File: config.mk
export PLATFORM = sky130hd
export DESIGN_NAME = ellipse_rounded_rect_to_path_core
export DESIGN_NICKNAME = d
export VERILOG_FILES = /design/src/errtp_pkg.sv /design/src/errtp_front.sv /design/src/errtp_fifo.sv /design/src/errtp_back.sv /design/src/ellipse_rounded_rect_to_path_core.sv
export SDC_FILE = /design/constraint.sdc
export NUM_CORES = 2
export LEC_CHECK = 0
export BUFFER_PORTS_ARGS = -buffer_cell sky130_fd_sc_hd__buf_2
export CORE_UTILIZATION = 40
export CTS_CLUSTER_SIZE = 16
export DETAILED_ROUTE_END_ITERATION = 8
export HOLD_SLACK_MARGIN = 0.06
export PLACE_DENSITY = 0.66
export SKIP_LAST_GASP = 1
export SLEW_MARGIN = 10
export SYNTH_ARGS = -nofsm -noshare
export SYNTH_HDL_FRONTEND = slang
export SYNTH_SLANG_ARGS = --single-unit
File: constraint.sdc
create_clock -name clk -period 7.7 [get_ports clk]
set_clock_uncertainty 0.2 [all_clocks]
set_input_delay 0.385 -clock clk [delete_from_list [all_inputs] [get_ports clk]]
set_output_delay 0.385 -clock clk [all_outputs]
set_load 0.005 [all_outputs]
File: src/errtp_pkg.sv
package errtp_pkg;

  localparam int CoordW  = 24;
  localparam int SizeW   = 23;
  localparam int BaseW   = 25;
  localparam int WideW   = 27;
  localparam int KappaW  = 16;
  localparam int ProdW   = SizeW + KappaW;
  localparam int StepW   = 4;
  localparam int QDepth  = 4;
  localparam int QPtrW   = $clog2(QDepth);
  localparam int QCntW   = $clog2(QDepth + 1);

  // Kappa 0.552284 in Q0.16, rounded up.
  localparam logic [KappaW-1:0] KappaQ    = 16'd36195;
  localparam logic [ProdW-1:0]  KappaHalf = ProdW'(1) << (KappaW - 1);

  localparam logic signed [WideW-1:0] CoordMax = WideW'(24'sh7FFFFF);
  localparam logic signed [WideW-1:0] CoordMin = -CoordMax - WideW'(1);

  localparam logic [StepW-1:0] LastStepEllipse = 4'd5;
  localparam logic [StepW-1:0] LastStepRect    = 4'd4;
  localparam logic [StepW-1:0] LastStepRound   = 4'd9;

  typedef enum logic [1:0] {
    CMD_MOVE  = 2'd0,
    CMD_LINE  = 2'd1,
    CMD_CUBIC = 2'd2,
    CMD_CLOSE = 2'd3
  } cmd_t;

  typedef enum logic [1:0] {
    SHAPE_ELLIPSE = 2'd0,
    SHAPE_RECT    = 2'd1,
    SHAPE_ROUND   = 2'd2
  } shape_t;

  typedef logic signed [WideW-1:0] wide_t;

  typedef struct packed {
    logic                     mode;
    logic signed [CoordW-1:0] pos_x;
    logic signed [CoordW-1:0] pos_y;
    logic [SizeW-1:0]         width;
    logic [SizeW-1:0]         height;
    logic [SizeW-1:0]         radius_x;
    logic [SizeW-1:0]         radius_y;
  } in_item_t;

  typedef struct packed {
    logic [1:0]               command;
    logic signed [CoordW-1:0] ctrl1_x;
    logic signed [CoordW-1:0] ctrl1_y;
    logic signed [CoordW-1:0] ctrl2_x;
    logic signed [CoordW-1:0] ctrl2_y;
    logic signed [CoordW-1:0] end_x;
    logic signed [CoordW-1:0] end_y;
    logic                     last;
  } out_item_t;

  // Classified shape as it waits between the front end and the sequencer.
  // For ellipses base is the centre and off the kappa offset; for
  // rectangles base is the near corner, far the opposite corner, and off
  // the radius minus half the radius.
  typedef struct packed {
    shape_t                  shape;
    logic signed [BaseW-1:0] base_x;
    logic signed [BaseW-1:0] base_y;
    logic signed [BaseW-1:0] far_x;
    logic signed [BaseW-1:0] far_y;
    logic [SizeW-1:0]        rad_x;
    logic [SizeW-1:0]        rad_y;
    logic [SizeW-1:0]        off_x;
    logic [SizeW-1:0]        off_y;
  } desc_t;

  typedef struct packed {
    logic             empty;
    logic [QCntW-1:0] count;
  } fifo_stat_t;

  function automatic logic signed [CoordW-1:0] sat_coord(input wide_t v);
    logic signed [CoordW-1:0] r;
    if (v > CoordMax) begin
      r = CoordMax[CoordW-1:0];
    end else if (v < CoordMin) begin
      r = CoordMin[CoordW-1:0];
    end else begin
      r = v[CoordW-1:0];
    end
    return r;
  endfunction

endpackage

File: src/errtp_front.sv
module errtp_front (
  input  logic                clk,
  input  logic                rst_n,
  input  logic                accept,
  input  errtp_pkg::in_item_t in_item,
  output logic                push,
  output errtp_pkg::desc_t    push_desc
);

  logic                                   s1_valid_r;
  errtp_pkg::shape_t                      s1_shape_r, s1_shape_nxt;
  logic signed [errtp_pkg::BaseW-1:0]     s1_base_x_r, s1_base_x_nxt;
  logic signed [errtp_pkg::BaseW-1:0]     s1_base_y_r, s1_base_y_nxt;
  logic [errtp_pkg::SizeW-1:0]            s1_w_r, s1_w_nxt;
  logic [errtp_pkg::SizeW-1:0]            s1_h_r, s1_h_nxt;
  logic [errtp_pkg::SizeW-1:0]            s1_rx_r, s1_rx_nxt;
  logic [errtp_pkg::SizeW-1:0]            s1_ry_r, s1_ry_nxt;

  logic [errtp_pkg::SizeW-1:0] half_w, half_h, rx_c, ry_c;
  logic                        rx_full, ry_full, both_zero;
  logic [errtp_pkg::ProdW-1:0] prod_x, prod_y;
  logic [errtp_pkg::ProdW-1:0] kap_x, kap_y;

  // Classification: clamp the radii to the half sizes (not in ellipse mode) and pick the shape.
  always_comb begin
    half_w    = in_item.width >> 1;
    half_h    = in_item.height >> 1;
    rx_full   = in_item.radius_x >= half_w;
    ry_full   = in_item.radius_y >= half_h;
    rx_c      = rx_full ? half_w : in_item.radius_x;
    ry_c      = ry_full ? half_h : in_item.radius_y;
    both_zero = (rx_c == '0) && (ry_c == '0);

    s1_base_x_nxt = errtp_pkg::BaseW'(in_item.pos_x);
    s1_base_y_nxt = errtp_pkg::BaseW'(in_item.pos_y);
    s1_w_nxt      = in_item.width;
    s1_h_nxt      = in_item.height;
    s1_rx_nxt     = rx_c;
    s1_ry_nxt     = ry_c;

    if (in_item.mode) begin
      s1_shape_nxt = errtp_pkg::SHAPE_ELLIPSE;
      s1_rx_nxt    = in_item.radius_x;
      s1_ry_nxt    = in_item.radius_y;
    end else if (both_zero) begin
      s1_shape_nxt = errtp_pkg::SHAPE_RECT;
    end else if (rx_full && ry_full) begin
      s1_shape_nxt  = errtp_pkg::SHAPE_ELLIPSE;
      s1_base_x_nxt = errtp_pkg::BaseW'(in_item.pos_x) +
                      $signed({2'b00, half_w});
      s1_base_y_nxt = errtp_pkg::BaseW'(in_item.pos_y) +
                      $signed({2'b00, half_h});
    end else begin
      s1_shape_nxt = errtp_pkg::SHAPE_ROUND;
    end
  end

  always_ff @(posedge clk) begin
    if (!rst_n) begin
      s1_valid_r <= 1'b0;
    end else begin
      s1_valid_r <= accept;
    end
  end

  always_ff @(posedge clk) begin
    if (accept) begin
      s1_shape_r  <= s1_shape_nxt;
      s1_base_x_r <= s1_base_x_nxt;
      s1_base_y_r <= s1_base_y_nxt;
      s1_w_r      <= s1_w_nxt;
      s1_h_r      <= s1_h_nxt;
      s1_rx_r     <= s1_rx_nxt;
      s1_ry_r     <= s1_ry_nxt;
    end
  end

  // Second step: kappa products and the far corner, written straight
  // into the queue.
  always_comb begin
    prod_x = errtp_pkg::ProdW'(s1_rx_r) * errtp_pkg::ProdW'(errtp_pkg::KappaQ);
    prod_y = errtp_pkg::ProdW'(s1_ry_r) * errtp_pkg::ProdW'(errtp_pkg::KappaQ);
    kap_x  = (prod_x + errtp_pkg::KappaHalf) >> errtp_pkg::KappaW;
    kap_y  = (prod_y + errtp_pkg::KappaHalf) >> errtp_pkg::KappaW;

    push_desc.shape  = s1_shape_r;
    push_desc.base_x = s1_base_x_r;
    push_desc.base_y = s1_base_y_r;
    push_desc.far_x  = s1_base_x_r + $signed({2'b00, s1_w_r});
    push_desc.far_y  = s1_base_y_r + $signed({2'b00, s1_h_r});
    push_desc.rad_x  = s1_rx_r;
    push_desc.rad_y  = s1_ry_r;
    if (s1_shape_r == errtp_pkg::SHAPE_ELLIPSE) begin
      push_desc.off_x = kap_x[errtp_pkg::SizeW-1:0];
      push_desc.off_y = kap_y[errtp_pkg::SizeW-1:0];
    end else begin
      push_desc.off_x = s1_rx_r - (s1_rx_r >> 1);
      push_desc.off_y = s1_ry_r - (s1_ry_r >> 1);
    end
    push = s1_valid_r;
  end

  // Two zero radii never reach the rounded sequence.
  assert property (@(posedge clk) disable iff (!rst_n)
    (s1_valid_r && s1_shape_r == errtp_pkg::SHAPE_ROUND) |->
      (s1_rx_r != '0 || s1_ry_r != '0))
    else $error("rounded shape with two zero radii");

endmodule

File: src/errtp_fifo.sv
module errtp_fifo (
  input  logic                  clk,
  input  logic                  rst_n,
  input  logic                  push,
  input  errtp_pkg::desc_t      push_desc,
  input  logic                  pop,
  output errtp_pkg::desc_t      head_desc,
  output errtp_pkg::fifo_stat_t stat
);

  errtp_pkg::desc_t                q_mem_r [errtp_pkg::QDepth];
  logic [errtp_pkg::QPtrW-1:0]     wr_ptr_r, rd_ptr_r;
  logic [errtp_pkg::QCntW-1:0]     count_r, count_nxt;

  always_comb begin
    count_nxt = count_r;
    if (push && !pop) begin
      count_nxt = count_r + 1'b1;
    end else if (pop && !push) begin
      count_nxt = count_r - 1'b1;
    end
  end

  always_ff @(posedge clk) begin
    if (!rst_n) begin
      wr_ptr_r <= '0;
      rd_ptr_r <= '0;
      count_r  <= '0;
    end else begin
      if (push) begin
        wr_ptr_r <= wr_ptr_r + 1'b1;
      end
      if (pop) begin
        rd_ptr_r <= rd_ptr_r + 1'b1;
      end
      count_r <= count_nxt;
    end
  end

  always_ff @(posedge clk) begin
    if (push) begin
      q_mem_r[wr_ptr_r] <= push_desc;
    end
  end

  assign head_desc  = q_mem_r[rd_ptr_r];
  assign stat.empty = (count_r == '0);
  assign stat.count = count_r;

  assert property (@(posedge clk) disable iff (!rst_n)
    !(push && !pop && count_r == errtp_pkg::QCntW'(errtp_pkg::QDepth)))
    else $error("queue overflow");

  assert property (@(posedge clk) disable iff (!rst_n)
    !(pop && count_r == '0))
    else $error("queue underflow");

endmodule

File: src/errtp_back.sv
module errtp_back (
  input  logic                  clk,
  input  logic                  rst_n,
  input  errtp_pkg::desc_t      head_desc,
  input  errtp_pkg::fifo_stat_t stat,
  output logic                  pop,
  output logic                  out_valid,
  output errtp_pkg::out_item_t  out_item
);

  logic [errtp_pkg::StepW-1:0] step_r, step_nxt, last_step;
  logic                        out_valid_r;
  errtp_pkg::out_item_t        out_item_r;

  errtp_pkg::wide_t x0, y0, x1, y1, rx, ry, ox, oy;
  errtp_pkg::wide_t c1x, c1y, c2x, c2y, ex, ey;
  errtp_pkg::cmd_t  cmd;
  logic             emit, is_last;

  always_comb begin
    x0 = errtp_pkg::wide_t'(head_desc.base_x);
    y0 = errtp_pkg::wide_t'(head_desc.base_y);
    x1 = errtp_pkg::wide_t'(head_desc.far_x);
    y1 = errtp_pkg::wide_t'(head_desc.far_y);
    rx = errtp_pkg::wide_t'({4'b0000, head_desc.rad_x});
    ry = errtp_pkg::wide_t'({4'b0000, head_desc.rad_y});
    ox = errtp_pkg::wide_t'({4'b0000, head_desc.off_x});
    oy = errtp_pkg::wide_t'({4'b0000, head_desc.off_y});

    cmd = errtp_pkg::CMD_CLOSE;
    c1x = '0; c1y = '0; c2x = '0; c2y = '0; ex = '0; ey = '0;

    case (head_desc.shape)
      errtp_pkg::SHAPE_ELLIPSE: begin
        last_step = errtp_pkg::LastStepEllipse;
        case (step_r)
          4'd0: begin
            cmd = errtp_pkg::CMD_MOVE;
            ex = x0; ey = y0 - ry;
          end
          4'd1: begin
            cmd = errtp_pkg::CMD_CUBIC;
            c1x = x0 + ox; c1y = y0 - ry;
            c2x = x0 + rx; c2y = y0 - oy;
            ex  = x0 + rx; ey  = y0;
          end
          4'd2: begin
            cmd = errtp_pkg::CMD_CUBIC;
            c1x = x0 + rx; c1y = y0 + oy;
            c2x = x0 + ox; c2y = y0 + ry;
            ex  = x0;      ey  = y0 + ry;
          end
          4'd3: begin
            cmd = errtp_pkg::CMD_CUBIC;
            c1x = x0 - ox; c1y = y0 + ry;
            c2x = x0 - rx; c2y = y0 + oy;
            ex  = x0 - rx; ey  = y0;
          end
          4'd4: begin
            cmd = errtp_pkg::CMD_CUBIC;
            c1x = x0 - rx; c1y = y0 - oy;
            c2x = x0 - ox; c2y = y0 - ry;
            ex  = x0;      ey  = y0 - ry;
          end
          default: cmd = errtp_pkg::CMD_CLOSE;
        endcase
      end
      errtp_pkg::SHAPE_RECT: begin
        last_step = errtp_pkg::LastStepRect;
        case (step_r)
          4'd0: begin
            cmd = errtp_pkg::CMD_MOVE; ex = x0; ey = y0;
          end
          4'd1: begin
            cmd = errtp_pkg::CMD_LINE; ex = x1; ey = y0;
          end
          4'd2: begin
            cmd = errtp_pkg::CMD_LINE; ex = x1; ey = y1;
          end
          4'd3: begin
            cmd = errtp_pkg::CMD_LINE; ex = x0; ey = y1;
          end
          default: cmd = errtp_pkg::CMD_CLOSE;
        endcase
      end
      default: begin
        last_step = errtp_pkg::LastStepRound;
        case (step_r)
          4'd0: begin
            cmd = errtp_pkg::CMD_MOVE; ex = x0 + rx; ey = y0;
          end
          4'd1: begin
            cmd = errtp_pkg::CMD_LINE; ex = x1 - rx; ey = y0;
          end
          4'd2: begin
            cmd = errtp_pkg::CMD_CUBIC;
            c1x = x1 - ox; c1y = y0;
            c2x = x1;      c2y = y0 + oy;
            ex  = x1;      ey  = y0 + ry;
          end
          4'd3: begin
            cmd = errtp_pkg::CMD_LINE; ex = x1; ey = y1 - ry;
          end
          4'd4: begin
            cmd = errtp_pkg::CMD_CUBIC;
            c1x = x1;      c1y = y1 - oy;
            c2x = x1 - ox; c2y = y1;
            ex  = x1 - rx; ey  = y1;
          end
          4'd5: begin
            cmd = errtp_pkg::CMD_LINE; ex = x0 + rx; ey = y1;
          end
          4'd6: begin
            cmd = errtp_pkg::CMD_CUBIC;
            c1x = x0 + ox; c1y = y1;
            c2x = x0;      c2y = y1 - oy;
            ex  = x0;      ey  = y1 - ry;
          end
          4'd7: begin
            cmd = errtp_pkg::CMD_LINE; ex = x0; ey = y0 + ry;
          end
          4'd8: begin
            cmd = errtp_pkg::CMD_CUBIC;
            c1x = x0;      c1y = y0 + oy;
            c2x = x0 + ox; c2y = y0;
            ex  = x0 + rx; ey  = y0;
          end
          default: cmd = errtp_pkg::CMD_CLOSE;
        endcase
      end
    endcase

    emit     = !stat.empty;
    is_last  = (step_r == last_step);
    pop      = emit && is_last;
    step_nxt = step_r;
    if (emit) begin
      step_nxt = is_last ? '0 : step_r + 1'b1;
    end
  end

  always_ff @(posedge clk) begin
    if (!rst_n) begin
      step_r      <= '0;
      out_valid_r <= 1'b0;
    end else begin
      step_r      <= step_nxt;
      out_valid_r <= emit;
    end
  end

  always_ff @(posedge clk) begin
    if (emit) begin
      out_item_r.command <= cmd;
      out_item_r.ctrl1_x <= errtp_pkg::sat_coord(c1x);
      out_item_r.ctrl1_y <= errtp_pkg::sat_coord(c1y);
      out_item_r.ctrl2_x <= errtp_pkg::sat_coord(c2x);
      out_item_r.ctrl2_y <= errtp_pkg::sat_coord(c2y);
      out_item_r.end_x   <= errtp_pkg::sat_coord(ex);
      out_item_r.end_y   <= errtp_pkg::sat_coord(ey);
      out_item_r.last    <= is_last;
    end
  end

  assign out_valid = out_valid_r;
  assign out_item  = out_item_r;

  // The shape-ending flag and the close command always travel together.
  assert property (@(posedge clk) disable iff (!rst_n)
    out_valid_r |-> (out_item_r.last == (out_item_r.command == errtp_pkg::CMD_CLOSE)))
    else $error("last flag does not match close command");

  // A step counter at rest means the next emitted command opens a shape.
  assert property (@(posedge clk) disable iff (!rst_n)
    (emit && step_r == '0) |=> (out_item_r.command == errtp_pkg::CMD_MOVE))
    else $error("shape did not open with a move");

endmodule

File: src/ellipse_rounded_rect_to_path_core.sv
// A request that is accepted passes the front-end register and the queue;
// its first command leaves the output register once the sequencer reaches
// it, later ones follow one per cycle. A request yields 5 (plain rectangle),
// 6 (ellipse) or 10 (rounded rectangle) path commands from the sequencer.
// Reset (rst_n low, synchronous) empties the queue and clears all strobes;
// results cannot be held off by the receiver.
module ellipse_rounded_rect_to_path_core (
  input  logic                 clk,
  input  logic                 rst_n,
  input  logic                 start,
  output logic                 busy,
  input  errtp_pkg::in_item_t  in_item,
  output logic                 out_valid,
  output errtp_pkg::out_item_t out_item
);

  // A transaction is taken whenever start is high while busy is low. The
  // front end clamps the corner radii, decides which of the three outlines
  // to draw and forms the centre, far corner and control offsets (one
  // multiplier per axis for the kappa products). The result is a compact
  // descriptor that waits in a four-entry queue until the sequencer picks
  // it up.
  logic                  accept;
  logic                  push;
  logic                  pop;
  errtp_pkg::desc_t      push_desc;
  errtp_pkg::desc_t      head_desc;
  errtp_pkg::fifo_stat_t stat;
  logic                  s1_busy_r;
  logic [errtp_pkg::QCntW:0] occupancy;

  // busy counts both the entries already queued and a descriptor still in
  // the front-end register, so the queue can never be overrun even though
  // the sequencer drains it independently.
  assign occupancy = {1'b0, stat.count} + (errtp_pkg::QCntW + 1)'(s1_busy_r);
  assign busy      = occupancy >= (errtp_pkg::QCntW + 1)'(errtp_pkg::QDepth);
  assign accept    = start && !busy;

  always_ff @(posedge clk) begin
    if (!rst_n) begin
      s1_busy_r <= 1'b0;
    end else begin
      s1_busy_r <= accept;
    end
  end

  errtp_front u_front (
    .clk       (clk),
    .rst_n     (rst_n),
    .accept    (accept),
    .in_item   (in_item),
    .push      (push),
    .push_desc (push_desc)
  );

  errtp_fifo u_fifo (
    .clk       (clk),
    .rst_n     (rst_n),
    .push      (push),
    .push_desc (push_desc),
    .pop       (pop),
    .head_desc (head_desc),
    .stat      (stat)
  );

  // The sequencer walks the head descriptor one command per cycle,
  // forming each coordinate as a base value or a two-term sum that is saturated to the
  // signed 24-bit range before it lands in the output register.
  errtp_back u_back (
    .clk       (clk),
    .rst_n     (rst_n),
    .head_desc (head_desc),
    .stat      (stat),
    .pop       (pop),
    .out_valid (out_valid),
    .out_item  (out_item)
  );

  // The front-end register tracks the pushes into the queue exactly.
  assert property (@(posedge clk) disable iff (!rst_n)
    accept |=> push)
    else $error("accepted transaction was not queued");

endmodule
==> summary.md <==
| Metric | Value |
|---|---|
| First-pass GRT wire length | `430000 microns` |
| Multi-input logic area | `0.0452 sq mm` |
| H-tree Lvls | `3` |
| Placed instance area | `0.0867 sq mm` |
| Number of fill cells in the layout | `18522` |
| Vias in the first global route | `63557` |
| Async SR Flop Fraction | `0` |
| Routability cong. | `0.999` |
| Wire length per cell | `27.8 microns` |
| Main synth FF type | `edfxtp_1` |
| Cts bufs inserted | `111` |
| Final instance area | `0.0919 sq mm` |
| Cell variety after synth | `99` |
| Min-delay worst type | `primary input to flop` |
| Area leader, netlist | `edfxtp_1` |
| Num rows | `165` |
| Finished Core Util | `0.454` |
| Port bufs | `292` |
| Slew @ Worst Pin | `1.31 ns` |
| I/O pin count | `293` |
| Root buf cell | `clkbuf_16` |
| CP most frequent cell | `fa_1` |
| #FFs+latches synth | `1082` |
| Grt ovf | `0` |
| RSZ-0062 raised after global routing | `no` |
| Rel. slew slack | `0.121` |
| Reg area | `0.0323 sq mm` |
| Final TNS setup | `0 ns` |
| Total track usage | `0.283` |
| Fmax | `135 MHz` |
| Maximum root-to-sink buffer count | `3` |
| Initial DRC Count | `8344` |
| Synth area leaders | `edfxtp_1 39%, ha_1 12%, fa_1 5.9%` |
| Post-CTS Repair Setup Buffers | `0` |
| Final hold vios | `0` |
| Layout Nets | `9127` |
| Failing checks | `design-rule violations` |
| Largest net degree at the start of global routing | `99` |
| Clock transition at path regs | `0.06 ns` |
| Top-count cell post-synth | `edfxtp_1` |
| Die Wd | `454 microns` |
| Endpoints failing setup | `0` |
| Period minus WS final | `7.40 ns` |
| CP max FO | `7` |
| Core box area | `0.203 sq mm` |
| Top cells by count, synth | `1067 x edfxtp_1, 801 x ha_1, 754 x inv_1, 572 x a21oi_1, 449 x nor2_1` |
| Antenna Nets Post-Route | `0` |
| CP bufs+invs | `3` |
| CP arrival | `7.67 ns` |
| CTS sink count | `1082` |
| Max Cap Violations | `0` |
| Design Power | `33.4 mW` |
| Hold_ws | `0.157 ns` |
| Top cell type's share of synthesized area | `0.392` |
| Initial Utilization | `0.403` |
| Setup CP Type | `flop to flop` |
| Worst vdd ir | `0.380 mV` |
| Pre-CTS setup slack | `0.460 ns` |
| Post-DP HPWL | `227000 microns` |
| Placed insts | `10347` |
| Initial antenna violation count | `17` |
| Setup WS post-layout | `0.304 ns` |
| Worst-path cell chain | `ha_1 > fa_1 > inv_1 > fa_1 > fa_1 > fa_1 > inv_1 > fa_1 > inv_1 > ha_1 > a21o_1 > a21o_1 > a21oi_1 > o22ai_1 > or2_2 > o41ai_2 > a21oi_1 > o221a_2 > or2_1 > a21oi_1 > xor2_1 > mux2i_1` |
| CTS tree | `done` |
| Skew-Pair Late Insertion Delay | `0.79 ns` |
| Part of the cycle the worst path needs | `0.961` |
| Layout cell share with drive strength beyond 1 | `0.127` |
| Synthesized cell area | `0.0817 sq mm` |
| Critical Path End Type | `flop` |
| Yosys warns | `0` |
| Max Slew Vio Count | `0` |
| Net Count, Synth | `8730` |
| Startpoint Class | `flop` |
| Area Growth Syn to Fin | `12.6%` |
| Avg Inst Size Synth | `10.8 sq um` |
| Seq/Total Area, Yosys | `0.396` |
| Critical Path Max Stage Delay | `0.58 ns` |
| Vias/cell | `6.18` |
| TritonRoute pass-1 iters | `9` |
| Post-synth EDFFs | `1067` |
| CP max-delay cell | `fa_1` |
| Status | `finished with violations` |
| Routed vias | `66222` |
| PwrDens | `363 mW/mm^2` |
| Area of the die | `0.206 sq mm` |
| Leakage | `36.3 nW` |
| Final wirelength | `298000 microns` |
| Top delay family on crit path | `adder cells` |
| Worst Path Required | `7.97 ns` |
| Residual DRC | `1` |
| Final std cells w/o fill | `10718` |
| Die Height | `454 microns` |
| Post-Synthesis Cells | `7544` |
state kept, by name (all words and copies together), names as in the netlist, 23 cells and up, named ones only:
register             count
u_front.s1_ry_r         23
u_front.s1_base_x_r     25
u_fifo.q_mem_r         776
u_front.s1_base_y_r     25
u_front.s1_rx_r         23
u_back.out_item        147
u_front.s1_w_r          23
u_front.s1_h_r          23
cell type report:
cell class / instances / area share
antenna: 9 / 0.000245
clock buffer: 131 / 0.0310
clock inverter: 78 / 0.00859
inverter: 759 / 0.0310
multi-input combinational: 5345 / 0.491
sequential: 1082 / 0.352
tap: 2672 / 0.0364
timing repair buffer: 642 / 0.0497
layout by cell type, fill, tap and decap left out, drive strengths merged, types with 51 or more instances in the layout:
master	netlist	routed
nor2b	60	60
edfxtp	1067	1067
a222oi	55	55
mux4	190	190
a221o	69	69
xnor2	267	267
o221ai	74	74
nand2b	83	83
xor2	96	96
nor3	105	105
buf	115	489
nand3	83	83
o21ai	454	454
a22oi	89	89
ha	801	801
a211oi	90	90
o211ai	58	58
nand2	392	392
a21o	120	120
fa	241	241
and2	51	51
clkinv	4	56
o21a	73	73
inv	755	767
o22ai	56	56
dlygate4sd3	0	153
a221oi	139	139
o21bai	59	59
nor2	451	451
a31oi	55	55
clkbuf	243	131
a21oi	577	577
timing repair:
item	4_1_cts	5_1_grt
hold buffers	153	0
hold endpoints to repair	169	0
gates resized for setup	0	0
report_power, final:
part | internal, mW | switching, mW | leakage, nW
sequential | 7.89 | 0.248 | 10.0
combinational | 7.35 | 12.5 | 24.5
clock | 2.99 | 2.39 | 1.77
total | 18.2 | 15.2 | 36.3
worst register-to-register path: stages, from the launching register on:
cell and delay, ns:
edfxtp_1 0.57, ha_1 0.46, fa_1 0.58, inv_1 0.07, fa_1 0.53, fa_1 0.48
fa_1 0.56, inv_1 0.06, fa_1 0.54, inv_1 0.05, ha_1 0.23, a21o_1 0.19
a21o_1 0.16, a21oi_1 0.19, o22ai_1 0.12, or2_2 0.38, o41ai_2 0.47, a21oi_1 0.22
o221a_2 0.30, or2_1 0.25, a21oi_1 0.18, xor2_1 0.15, mux2i_1 0.13
final timing paths:
path	startpoint	to	slack [ns]	depth (start not counted)
setup / recovery	u_front.s1_rx_r[11]$_DFFE_PP_	u_fifo.q_mem_r[3][38]$_DFFE_PP_	0.30	22
hold / removal	in_item[69]	u_front.s1_w_r[0]$_DFFE_PP_	0.16	2
setup reg to reg	u_front.s1_rx_r[11]$_DFFE_PP_	u_fifo.q_mem_r[3][38]$_DFFE_PP_	0.30	22
hold reg to reg	u_fifo.count_r[2]$_SDFFE_PN0P_	u_fifo.count_r[2]$_SDFFE_PN0P_	0.32	2
kinds of logic (layout without fill, tap and decap cells):
logic type      after synthesis  count (layout)  share of synthesized area
other cells                   0               9                          0
compound gates             2256            2256                      0.188
simple gates               1440            1440                     0.0827
flops                      1082            1082                      0.396
xor+xnor                    363             363                     0.0389
fa+ha+maj                  1042            1042                      0.182
mux                         244             244                     0.0595
buf+inv                    1117            1610                     0.0530
metal layers:
layer  track usage  vias up  wire (microns)
li1              -    29212               -
met1         0.402    32859          130000
met2         0.418     3460          128000
met3        0.0537      679           26600
met4         0.123       12           14100
met5             0        -              85
No activity file was read; power rests on OpenSTA's default activity.
